### src/sv/slcp_pkg.sv
// Shared types and constants for the serial limit command parser.
// No dependencies; used by the channel interfaces, the parser core and the top level.
package slcp_pkg;

	localparam int ValueW = 14;
	localparam int EventW = 4;

	// characters of interest
	localparam logic [7:0] CH_CR   = 8'd13;
	localparam logic [7:0] CH_N    = 8'd110;
	localparam logic [7:0] CH_X    = 8'd120;
	localparam logic [7:0] CH_ZERO = 8'd48;
	localparam logic [7:0] CH_NINE = 8'd57;

	localparam logic [ValueW-1:0] VALUE_CAP  = 14'd9999;
	localparam logic [ValueW-1:0] LOW_RESET  = 14'd50;
	localparam logic [ValueW-1:0] HIGH_RESET = 14'd150;

	// event codes returned with each echoed word
	localparam logic [EventW-1:0] EV_NONE    = 4'd0;
	localparam logic [EventW-1:0] EV_CONFIRM = 4'd1;
	localparam logic [EventW-1:0] EV_MIN_ASK = 4'd2;
	localparam logic [EventW-1:0] EV_MAX_ASK = 4'd3;
	localparam logic [EventW-1:0] EV_BAD_SEQ = 4'd4;
	localparam logic [EventW-1:0] EV_DIGIT   = 4'd5;
	localparam logic [EventW-1:0] EV_MIN_SET = 4'd6;
	localparam logic [EventW-1:0] EV_MAX_SET = 4'd7;
	localparam logic [EventW-1:0] EV_ERROR   = 4'd8;

	typedef struct packed {
		logic [7:0]        echo_byte;
		logic [EventW-1:0] event_res;
		logic [ValueW-1:0] value;
		logic [ValueW-1:0] low_limit;
		logic [ValueW-1:0] high_limit;
		logic              sampling_on;
	} result_t;

	// handshake from the input stage to the parser core
	typedef struct packed {
		logic       step;
		logic [7:0] rx_byte;
	} step_t;

endpackage

### src/sv/slcp_channels.sv
// Valid/ready channel interfaces for the parser: received bytes in, results out.
// Depends on slcp_pkg for field widths.
interface slcp_in_if;
	logic       valid;
	logic       ready;
	logic [7:0] rx_byte;

	modport source (output valid, output rx_byte, input ready);
	modport sink   (input valid, input rx_byte, output ready);
endinterface

interface slcp_out_if;
	logic                          valid;
	logic                          ready;
	logic [7:0]                    echo_byte;
	logic [slcp_pkg::EventW-1:0]   event_res;
	logic [slcp_pkg::ValueW-1:0]   value;
	logic [slcp_pkg::ValueW-1:0]   low_limit;
	logic [slcp_pkg::ValueW-1:0]   high_limit;
	logic                          sampling_on;

	modport source (output valid, output echo_byte, output event_res, output value,
		output low_limit, output high_limit, output sampling_on, input ready);
	modport sink   (input valid, input echo_byte, input event_res, input value,
		input low_limit, input high_limit, input sampling_on, output ready);
endinterface

### src/sv/slcp_parser.sv
// Command state machine with the limit registers and the registered result word.
// Depends on slcp_pkg.
module slcp_parser #(
	parameter int MAX_DIGITS = 4
) (
	input  logic              clk,
	input  logic              arst_n,
	input  slcp_pkg::step_t   step_in,
	output slcp_pkg::result_t res_q
);

	localparam int CntW = $clog2(MAX_DIGITS + 1);
	localparam int SumW = slcp_pkg::ValueW + 4;

	typedef enum logic [2:0] {
		IDLE,
		ASK_MIN,
		ASK_MAX,
		ENTER_MIN,
		ENTER_MAX
	} mode_t;

	mode_t                       mode_q, mode_d;
	logic [CntW-1:0]             cnt_q, cnt_d;
	logic [slcp_pkg::ValueW-1:0] acc_q, acc_d;
	logic [slcp_pkg::ValueW-1:0] low_q, low_d;
	logic [slcp_pkg::ValueW-1:0] high_q, high_d;
	logic                        samp_q, samp_d;
	slcp_pkg::result_t           res_d;

	logic [7:0]                  c;
	logic                        is_digit;
	logic                        room;
	logic [SumW-1:0]             sum;
	logic [slcp_pkg::ValueW-1:0] acc_next;
	logic [slcp_pkg::EventW-1:0] ev;
	logic [slcp_pkg::ValueW-1:0] val;

	assign c        = step_in.rx_byte;
	assign is_digit = (c >= slcp_pkg::CH_ZERO) && (c <= slcp_pkg::CH_NINE);
	assign room     = cnt_q < CntW'(MAX_DIGITS);
	// digits '0'..'9' carry their value in the low nibble
	assign sum      = SumW'(acc_q) * SumW'(10) + SumW'(c[3:0]);
	assign acc_next = (sum > SumW'(slcp_pkg::VALUE_CAP)) ? slcp_pkg::VALUE_CAP
		: sum[slcp_pkg::ValueW-1:0];

	always_comb begin
		mode_d = mode_q;
		cnt_d  = cnt_q;
		acc_d  = acc_q;
		low_d  = low_q;
		high_d = high_q;
		samp_d = samp_q;
		ev     = slcp_pkg::EV_NONE;
		val    = '0;
		case (mode_q)
			IDLE: begin
				if (c == slcp_pkg::CH_N) begin
					mode_d = ASK_MIN;
					samp_d = 1'b0;
					ev     = slcp_pkg::EV_CONFIRM;
				end else if (c == slcp_pkg::CH_X) begin
					mode_d = ASK_MAX;
					samp_d = 1'b0;
					ev     = slcp_pkg::EV_CONFIRM;
				end
			end
			ASK_MIN, ASK_MAX: begin
				if (c == slcp_pkg::CH_CR) begin
					mode_d = (mode_q == ASK_MIN) ? ENTER_MIN : ENTER_MAX;
					ev     = (mode_q == ASK_MIN) ? slcp_pkg::EV_MIN_ASK : slcp_pkg::EV_MAX_ASK;
					acc_d  = '0;
					cnt_d  = '0;
				end else begin
					mode_d = IDLE;
					cnt_d  = '0;
					samp_d = 1'b1;
					ev     = slcp_pkg::EV_BAD_SEQ;
				end
			end
			ENTER_MIN, ENTER_MAX: begin
				if (is_digit && room) begin
					acc_d = acc_next;
					cnt_d = cnt_q + CntW'(1);
					ev    = slcp_pkg::EV_DIGIT;
					val   = acc_next;
				end else begin
					mode_d = IDLE;
					cnt_d  = '0;
					samp_d = 1'b1;
					if (c == slcp_pkg::CH_CR && room) begin
						if (mode_q == ENTER_MIN) begin
							low_d = acc_q;
							ev    = slcp_pkg::EV_MIN_SET;
						end else begin
							high_d = acc_q;
							ev     = slcp_pkg::EV_MAX_SET;
						end
						val = acc_q;
					end else begin
						ev = slcp_pkg::EV_ERROR;
					end
				end
			end
			default: begin
				mode_d = IDLE;
			end
		endcase

		res_d.echo_byte   = c;
		res_d.event_res   = ev;
		res_d.value       = val;
		res_d.low_limit   = low_d;
		res_d.high_limit  = high_d;
		res_d.sampling_on = samp_d;
	end

	always_ff @(posedge clk or negedge arst_n) begin
		if (!arst_n) begin
			mode_q <= IDLE;
			cnt_q  <= '0;
			acc_q  <= '0;
			low_q  <= slcp_pkg::LOW_RESET;
			high_q <= slcp_pkg::HIGH_RESET;
			samp_q <= 1'b1;
			res_q  <= '0;
		end else if (step_in.step) begin
			mode_q <= mode_d;
			cnt_q  <= cnt_d;
			acc_q  <= acc_d;
			low_q  <= low_d;
			high_q <= high_d;
			samp_q <= samp_d;
			res_q  <= res_d;
		end
	end

endmodule

### src/sv/serial_limit_command_parser_top.sv
// Top level of the serial limit command parser: input register, output register and handshake.
// Depends on slcp_pkg, the slcp channel interfaces and slcp_parser.

// Accepts one received byte per clock and returns one result word per byte; the whole command
// update sits between the input register and the result register, so a full-rate stream runs
// at one byte per cycle whenever the sink keeps ready high. A stalled sink holds the result
// register, and one more byte waits in the input register before ready drops. MAX_DIGITS (1
// to 8) caps the digits of an entry; a return stores a limit only below MAX_DIGITS digits.
module serial_limit_command_parser_top #(
	parameter int MAX_DIGITS = 4
) (
	input logic        clk,
	input logic        arst_n,
	slcp_in_if.sink    in_ch,
	slcp_out_if.source res_ch
);

	logic              valid_s1;
	logic [7:0]        byte_s1;
	logic              out_valid_q;
	logic              move;
	slcp_pkg::step_t   step;
	slcp_pkg::result_t res;

	assign move         = valid_s1 && (!out_valid_q || res_ch.ready);
	assign in_ch.ready  = !valid_s1 || move;
	assign step.step    = move;
	assign step.rx_byte = byte_s1;

	always_ff @(posedge clk or negedge arst_n) begin
		if (!arst_n) begin
			valid_s1    <= 1'b0;
			out_valid_q <= 1'b0;
		end else begin
			if (in_ch.ready) begin
				valid_s1 <= in_ch.valid;
			end
			if (move) begin
				out_valid_q <= 1'b1;
			end else if (res_ch.ready) begin
				out_valid_q <= 1'b0;
			end
		end
	end

	always_ff @(posedge clk) begin
		if (in_ch.ready && in_ch.valid) begin
			byte_s1 <= in_ch.rx_byte;
		end
	end

	slcp_parser #(
		.MAX_DIGITS(MAX_DIGITS)
	) u_parser (
		.clk    (clk),
		.arst_n (arst_n),
		.step_in(step),
		.res_q  (res)
	);

	assign res_ch.valid       = out_valid_q;
	assign res_ch.echo_byte   = res.echo_byte;
	assign res_ch.event_res   = res.event_res;
	assign res_ch.value       = res.value;
	assign res_ch.low_limit   = res.low_limit;
	assign res_ch.high_limit  = res.high_limit;
	assign res_ch.sampling_on = res.sampling_on;

endmodule

### src/flat_wrapper.sv
// flat-port wrapper written by rule: the top's interface ports become plain ports
module serial_limit_command_parser_top_flat 
#(
	parameter int MAX_DIGITS = 4
)
  (clk, arst_n, in_ch_valid, in_ch_rx_byte, in_ch_ready, res_ch_valid, res_ch_echo_byte, res_ch_event_res, res_ch_value, res_ch_low_limit, res_ch_high_limit, res_ch_sampling_on, res_ch_ready);
  slcp_in_if in_ch_i ();
  slcp_out_if res_ch_i ();
  input logic clk;
  input logic arst_n;
  input wire logic [$bits(in_ch_i.valid)-1:0] in_ch_valid;
  input wire logic [$bits(in_ch_i.rx_byte)-1:0] in_ch_rx_byte;
  output wire logic [$bits(in_ch_i.ready)-1:0] in_ch_ready;
  output wire logic [$bits(res_ch_i.valid)-1:0] res_ch_valid;
  output wire logic [$bits(res_ch_i.echo_byte)-1:0] res_ch_echo_byte;
  output wire logic [$bits(res_ch_i.event_res)-1:0] res_ch_event_res;
  output wire logic [$bits(res_ch_i.value)-1:0] res_ch_value;
  output wire logic [$bits(res_ch_i.low_limit)-1:0] res_ch_low_limit;
  output wire logic [$bits(res_ch_i.high_limit)-1:0] res_ch_high_limit;
  output wire logic [$bits(res_ch_i.sampling_on)-1:0] res_ch_sampling_on;
  input wire logic [$bits(res_ch_i.ready)-1:0] res_ch_ready;
  assign in_ch_i.valid = in_ch_valid;
  assign in_ch_i.rx_byte = in_ch_rx_byte;
  assign in_ch_ready = in_ch_i.ready;
  assign res_ch_valid = res_ch_i.valid;
  assign res_ch_echo_byte = res_ch_i.echo_byte;
  assign res_ch_event_res = res_ch_i.event_res;
  assign res_ch_value = res_ch_i.value;
  assign res_ch_low_limit = res_ch_i.low_limit;
  assign res_ch_high_limit = res_ch_i.high_limit;
  assign res_ch_sampling_on = res_ch_i.sampling_on;
  assign res_ch_i.ready = res_ch_ready;
  serial_limit_command_parser_top #(.MAX_DIGITS(MAX_DIGITS)) u_core (.clk(clk), .arst_n(arst_n), .in_ch(in_ch_i), .res_ch(res_ch_i));
endmodule
### config.mk
export PLATFORM = sky130hd
export DESIGN_NAME = serial_limit_command_parser_top_flat
export DESIGN_NICKNAME = d
export VERILOG_FILES = /design/src/sv/slcp_pkg.sv /design/src/sv/slcp_channels.sv /design/src/sv/slcp_parser.sv /design/src/sv/serial_limit_command_parser_top.sv /design/src/flat_wrapper.sv
export SDC_FILE = /design/constraint.sdc
export NUM_CORES = 1
export LEC_CHECK = 0
export ABC_AREA = 1
export CORE_MARGIN = 2
export CORE_UTILIZATION = 55
export DETAILED_ROUTE_END_ITERATION = 6
export DONT_BUFFER_PORTS = 1
export PLACE_DENSITY_LB_ADDON = 0.05
export SKIP_CTS_REPAIR_TIMING = 1
export SYNTH_ARGS = -nofsm -noshare
export SYNTH_HDL_FRONTEND = slang
export SYNTH_HIERARCHICAL = 1
export SYNTH_SLANG_ARGS = --single-unit
### constraint.sdc
create_clock -name clk -period 5.25 [get_ports clk]
set_input_delay 0.525 -clock clk [delete_from_list [all_inputs] [get_ports clk]]
set_output_delay 0.525 -clock clk [all_outputs]
set_load 0.1 [all_outputs]
**Yosys cells after proc, flatten, opt, wreduce, memory -nomap -nowiden**

Cells that the tools add are included.

- Bits in registers: 114
- Input port bits: 12
- Output and inout port bits: 57
- Word-level logic and storage cells: 88

- Add/subtract/negate cells: 2
- Multiply operators: 1
- Magnitude comparators: 4
- Equal/unequal tests: 11
- Mux-type cells: 38
- Reductions and logical operators: 17

Operators by type and width:

| kind | count |
|---|---|
| 2-to-1 mux 14 bit | 14 |
| case mux 14 bit (2 select lines) | 1 |
| 2-to-1 mux 3 bit | 7 |
| adder 18 x 4 -> 18 bit | 1 |
| greater-than comparator 18 x 14 -> 1 bit, second input constant | 1 |
| multiplier 14 x 3 -> 17 bit, second input constant | 1 |
| equality test 8 x 7 -> 1 bit, second input constant | 2 |
| case mux 4 bit (3 select lines) | 1 |
| 2-to-1 mux 1 bit | 10 |
| case mux 3 bit (3 select lines) | 1 |
| equality test 8 x 4 -> 1 bit, second input constant | 1 |
| >= comparator 8 x 6 -> 1 bit, second input constant | 1 |
| less-or-equal comparator 8 x 6 -> 1 bit, second input constant | 1 |
| 2-to-1 mux 4 bit | 2 |
| equality test 3 x 2 -> 1 bit, second input constant | 2 |
| inequality test 2 bit, second input constant | 3 |
| case mux 3 bit (2 select lines) | 1 |
| logical AND 1 bit | 5 |
| AND reduction 4 bit | 1 |
| nonzero test 2 bit | 2 |
| OR reduction 2 bit | 2 |
| adder 3 x 1 -> 3 bit, second input constant | 1 |
| equality test 3 x 1 -> 1 bit, second input constant | 1 |
| equality test 3 bit, second input constant | 1 |
| other kinds (8) | 10 |

**Logic depth before layout (Yosys ltp)**

- Depth after elaboration: 6
- Gate-level depth with buffers: 24

**Cells and area by module**

Netlist, hierarchy kept.

Modules (own cells, without submodules):

| module | instances | cells each | area an instance (um^2) | seq. area each (um^2) |
|---|---|---|---|---|
| slcp_parser | 1 | 748 | 5452.7 | 2087.0 |
| serial_limit_command_parser_top | 1 | 20 | 335.3 | 290.3 |

**Worst setup path before layout**

No wires, ideal clock.

- Path type: register to register
- From: reg u_core/u_parser/acc_q[1] (netlist bit)
- To: reg u_core/u_parser/acc_q[2] (netlist bit)
- Library setup time: 0.131 ns
- Arrival time: 3.022 ns
- Setup slack: 2.097 ns
- Cell stages (with the launch flop): 22
- Path buffers: 1
- Cell sequence: dfrtp_1 > ha_1 > ha_1 > inv_1 > fa_1 > nor2_1 > nand3_1 > nand2_1 > nand2_1 > nor2_2 > nand3_4 > nor2_4 > nand2_1 > nand2_1 > nand2_1 > nor2_1 > nor2_2 > nor2_4 > buf_6 > inv_2 > nor2_1 > o21ai_1

- Longest elaborated chain between the ends: 6

Ends and longest elaborated chain:

| what | RTL line | text |
|---|---|---|
| from (decl) | slcp_parser.sv:25 | `logic [slcp_pkg::ValueW-1:0] acc_q, acc_d;` |
| from (signal assigned) | slcp_parser.sv:122 | `acc_q <= '0;` |
| from (signal assigned) | slcp_parser.sv:130 | `acc_q <= acc_d;` |
| multiplier 14 x 3 -> 17 bit * | slcp_parser.sv:43 | `assign sum = SumW'(acc_q) * SumW'(10) + SumW'(c[3:0]);` |
| adder 18 x 4 -> 18 bit * | slcp_parser.sv:43 |  |
| greater-than comparator 18 x 14 -> 1 bit | slcp_parser.sv:44 | `assign acc_next = (sum > SumW'(slcp_pkg::VALUE_CAP)) ? slcp_pkg::VALUE_CAP` |
| 2-to-1 mux 14 bit * | slcp_parser.sv:44 |  |
| 2-to-1 mux 14 bit * | slcp_parser.sv:82 | `if (is_digit && room) begin` |
| case mux 14 bit (2 select lines) * | slcp_parser.sv:56 | `case (mode_q)` |

Mark *: on every way between the ends. The rest lies on a longest branch, timed or not. The select of a mux whose other input is x is not followed.
A chain may end at the register's enable or synchronous reset.

**Worst setup path after layout**

- From: reg u_core/u_parser/acc_q[1] (netlist bit)
- To: reg u_core/u_parser/res_q[38] (netlist bit)

- Longest elaborated chain between the ends: 6

Ends and longest elaborated chain:

| what | RTL line | text |
|---|---|---|
| multiplier 14 x 3 -> 17 bit * | slcp_parser.sv:43 |  |
| adder 18 x 4 -> 18 bit * | slcp_parser.sv:43 |  |
| greater-than comparator 18 x 14 -> 1 bit | slcp_parser.sv:44 |  |
| 2-to-1 mux 14 bit * | slcp_parser.sv:44 |  |
| 2-to-1 mux 14 bit * | slcp_parser.sv:82 |  |
| 2-to-1 mux 14 bit * | slcp_parser.sv:56 |  |
| to (signal assigned) | slcp_parser.sv:134 | `res_q <= res_d;` |
| to (decl) | slcp_parser.sv:9 | `output slcp_pkg::result_t res_q` |

Mark *: on every way between the ends. The rest lies on a longest branch, timed or not.

==> flow_metrics.tcl <==
set metrics [dict create \
    finalMaxSlewViolations 0 \
    grt_pass1_wl_um 22400 \
    start_util_pct 56.3 \
    setup_tns_ns 0 \
    ant_nets 0 \
    fin_cells 886 \
    cp.arrival_ns 3.98 \
    cp_max_fo 20 \
    drive_gt1_share_pct 8.80 \
    grt.overflow.total 0 \
    cts_buffers 9 \
    drcViolationCount 0 \
    cts.path.max_buffers 2 \
    clk_latency_ns 0.36 \
    cts.htree.levels 3 \
    synth_nets 810 \
    async_reset_ff_share_pct 91.4 \
    finalClockSkew_ns 0.0146 \
    hold_path_class "primary input to async pin" \
    fin_crit_sh_pct 71.2 \
    status "completed" \
    drt-pass1-iter-count 5 \
    rsz0062_at_grt "false" \
    hold_ws_ns 0.0346 \
    port_buffers 0 \
    yosysSeqAreaShare_pct 41.1 \
    vias 4806 \
    synth_cells 768 \
    p_per_area_nw_per_um2 276 \
    clk_transition_reported_paths_ns 0.10 \
    wl_um 13800 \
    cp-startpoint "u_core/u_parser/acc_q[1]" \
    synth_area_um2 5790 \
    postSynthAreaPerCell_um2 7.54 \
    cts.sinks 93 \
    final_cell_mix "nand2_1 (251), inv_1 (100), dfrtp_1 (77)" \
    startpoint_type "flop" \
    yosysUniqueCellTypes 40 \
    fmax_ghz 0.268 \
    wl_per_cell_um 15.6 \
    layout.nets 787 \
    die_width_um 107 \
    row_count 37 \
    maxCapViolations 0 \
    dp.final_hpwl_um 10600 \
    grt_use_total_pct 24.9 \
    mostFrequentLayoutCell "nand2_1" \
    dpl_worst_slack_ns 1.52 \
    num_io_pins 69 \
    synth-edff-count 8 \
    leakage_nw 3.07 \
    timing.rr.start "u_core/u_parser/acc_q[1]" \
    synthToLayoutAreaGrowth_pct 3.07 \
    ir_drop_mv 0.182 \
    synthFlopType "dfrtp_1" \
    antenna_found_initial 0 \
    endpoint_kind "flop" \
    design.die.area_um2 11400 \
    worst_slack_ns 1.51 \
    clockRootBuffer "clkbuf_8" \
    slew_headroom_pct 35.8 \
    reg2reg_depth 20 \
    synth_seq_cells 93 \
    regToRegSetupSlack_ns 1.51 \
    grt_pass1_vias 4619 \
    cp.required_ns 5.50 \
    period_needed_ns 3.74 \
    hold_violations 0 \
    place_inst 868 \
    worstReg2RegEnd "u_core/u_parser/res_q[38]" \
    setup_viol 0 \
    cts_tree "yes" \
    ys_warn_count 6 \
    dieHeight_um 107 \
    critPathKind "flop to flop" \
    antenna_cells 0 \
    drt_iter0_markers 326 \
    coreArea_um2 10300 \
    via_per_inst 5.42 \
    grt_max_degree 86 \
    place_congestion 0.886 \
    tightest_slew_ns 0.962 \
    crit_end "u_core/u_parser/res_q[38]" \
]
==> synthesized netlist by cell type, drive strengths merged (5+ instances only) <==
| cell type | n | share of area (%) |
|---|---|---|
| nand4 | 10 | 1.1 |
| buf | 25 | 3.4 |
| o21ai | 51 | 4.4 |
| edfxtp | 8 | 4.2 |
| clkbuf | 14 | 0.91 |
| a31oi | 5 | 0.54 |
| dfrtp | 77 | 33 |
| nand2 | 262 | 18 |
| ha | 28 | 6.1 |
| nor2 | 50 | 4.0 |
| o31ai | 5 | 0.65 |
| inv | 108 | 7.0 |
| nand3 | 57 | 5.8 |
| dfstp | 8 | 3.6 |
| nor3 | 8 | 0.69 |
| o41ai | 5 | 0.76 |
| o211ai | 5 | 0.65 |
| a21oi | 18 | 1.6 |
| xor2 | 5 | 0.76 |
==> power by group <==
part | leakage, nW | switching (mW) | total, mW | internal (mW)
Combinational | 1.80 | 0.117 | 0.165 | 0.0482
Clock | 0.0976 | 0.263 | 0.486 | 0.222
Sequential | 1.17 | 0.228 | 0.995 | 0.766
==> final cells by class <==
type / count / area, um2
clock inverter: 7 / 72.6
timing repair buffer: 5 / 60.1
inverter: 109 / 409
clock buffer: 9 / 124
sequential: 93 / 2380
fill: 978 / 4310
tap: 136 / 170
multi-input combinational: 527 / 2750
==> worst max-delay path, cell delays in order (launching register included) <==
cell,delay [ns]
dfrtp_1,0.50
ha_1,0.33
ha_1,0.21
inv_1,0.07
fa_1,0.41
inv_1,0.15
nand3_1,0.12
nand2_2,0.12
nand2_2,0.07
nand2_4,0.09
inv_2,0.06
nor2_4,0.15
nand3_2,0.10
nor2_4,0.12
nand3_1,0.11
a21oi_2,0.16
nand2_1,0.10
nor2_4,0.41
nand2_1,0.16
nand2_1,0.10
a21oi_1,0.07
==> flip-flops by register name, indices dropped and copies added, names as in the netlist <==
signal                  flops
u_core/u_parser/samp_q      1
u_core/u_parser/low_q       3
u_core/valid_s1             1
u_core/u_parser/mode_q      3
u_core/u_parser/res_q      55
u_core/u_parser/acc_q      14
u_core/res_ch.valid         1
u_core/u_parser/high_q      4
u_core/byte_s1              8
u_core/u_parser/cnt_q       3
==> how the worst min path moves through the flow <==
| stage | startpoint | to | slack [ns] |
|---|---|---|---|
| 2_1_floorplan | arst_n | u_core/res_ch.valid | 0.23 |
| 3_3_place_gp | arst_n | u_core/u_parser/res_q[14] | 0.23 |
| 3_5_place_dp | arst_n | u_core/u_parser/res_q[28] | 0.23 |
| 4_1_cts | arst_n | u_core/u_parser/res_q[14] | -0.17 |
| 5_1_grt | arst_n | u_core/u_parser/res_q[7] | 0.08 |
| 6_report | arst_n | u_core/u_parser/res_q[7] | 0.03 |
==> per-layer routing <==
metal / global-route usage, % / share of wire, % / vias up
li1: - / - / 2405
met1: 35.8 / 48 / 2254
met2: 38.4 / 44 / 128
met3: 4.92 / 6.6 / 19
met4: 7.24 / 1.7 / 0
met5: 0 / 0 / -
==> logic make-up after synthesis <==
logic type / synth area share, %
XOR/XNOR: 0.908
adder cells (fa/ha/maj): 6.74
buffers and inverters: 11.4
AND/OR/NAND/NOR: 30.2
multiplexers: 0.367
flip-flops: 41.1
AO/OA/AOI/OAI: 9.38
==> stage by stage <==
stage	area, um2	utilization, %	power (mW)
2_1_floorplan	5790	-	1.12
4_1_cts	5930	57.7	1.64
3_3_place_gp	5730	55.8	1.15
5_1_grt	5970	58.0	1.72
3_5_place_dp	5730	55.8	1.16
6_report	5970	58.0	1.65
Power figures use the tool's default switching activity.
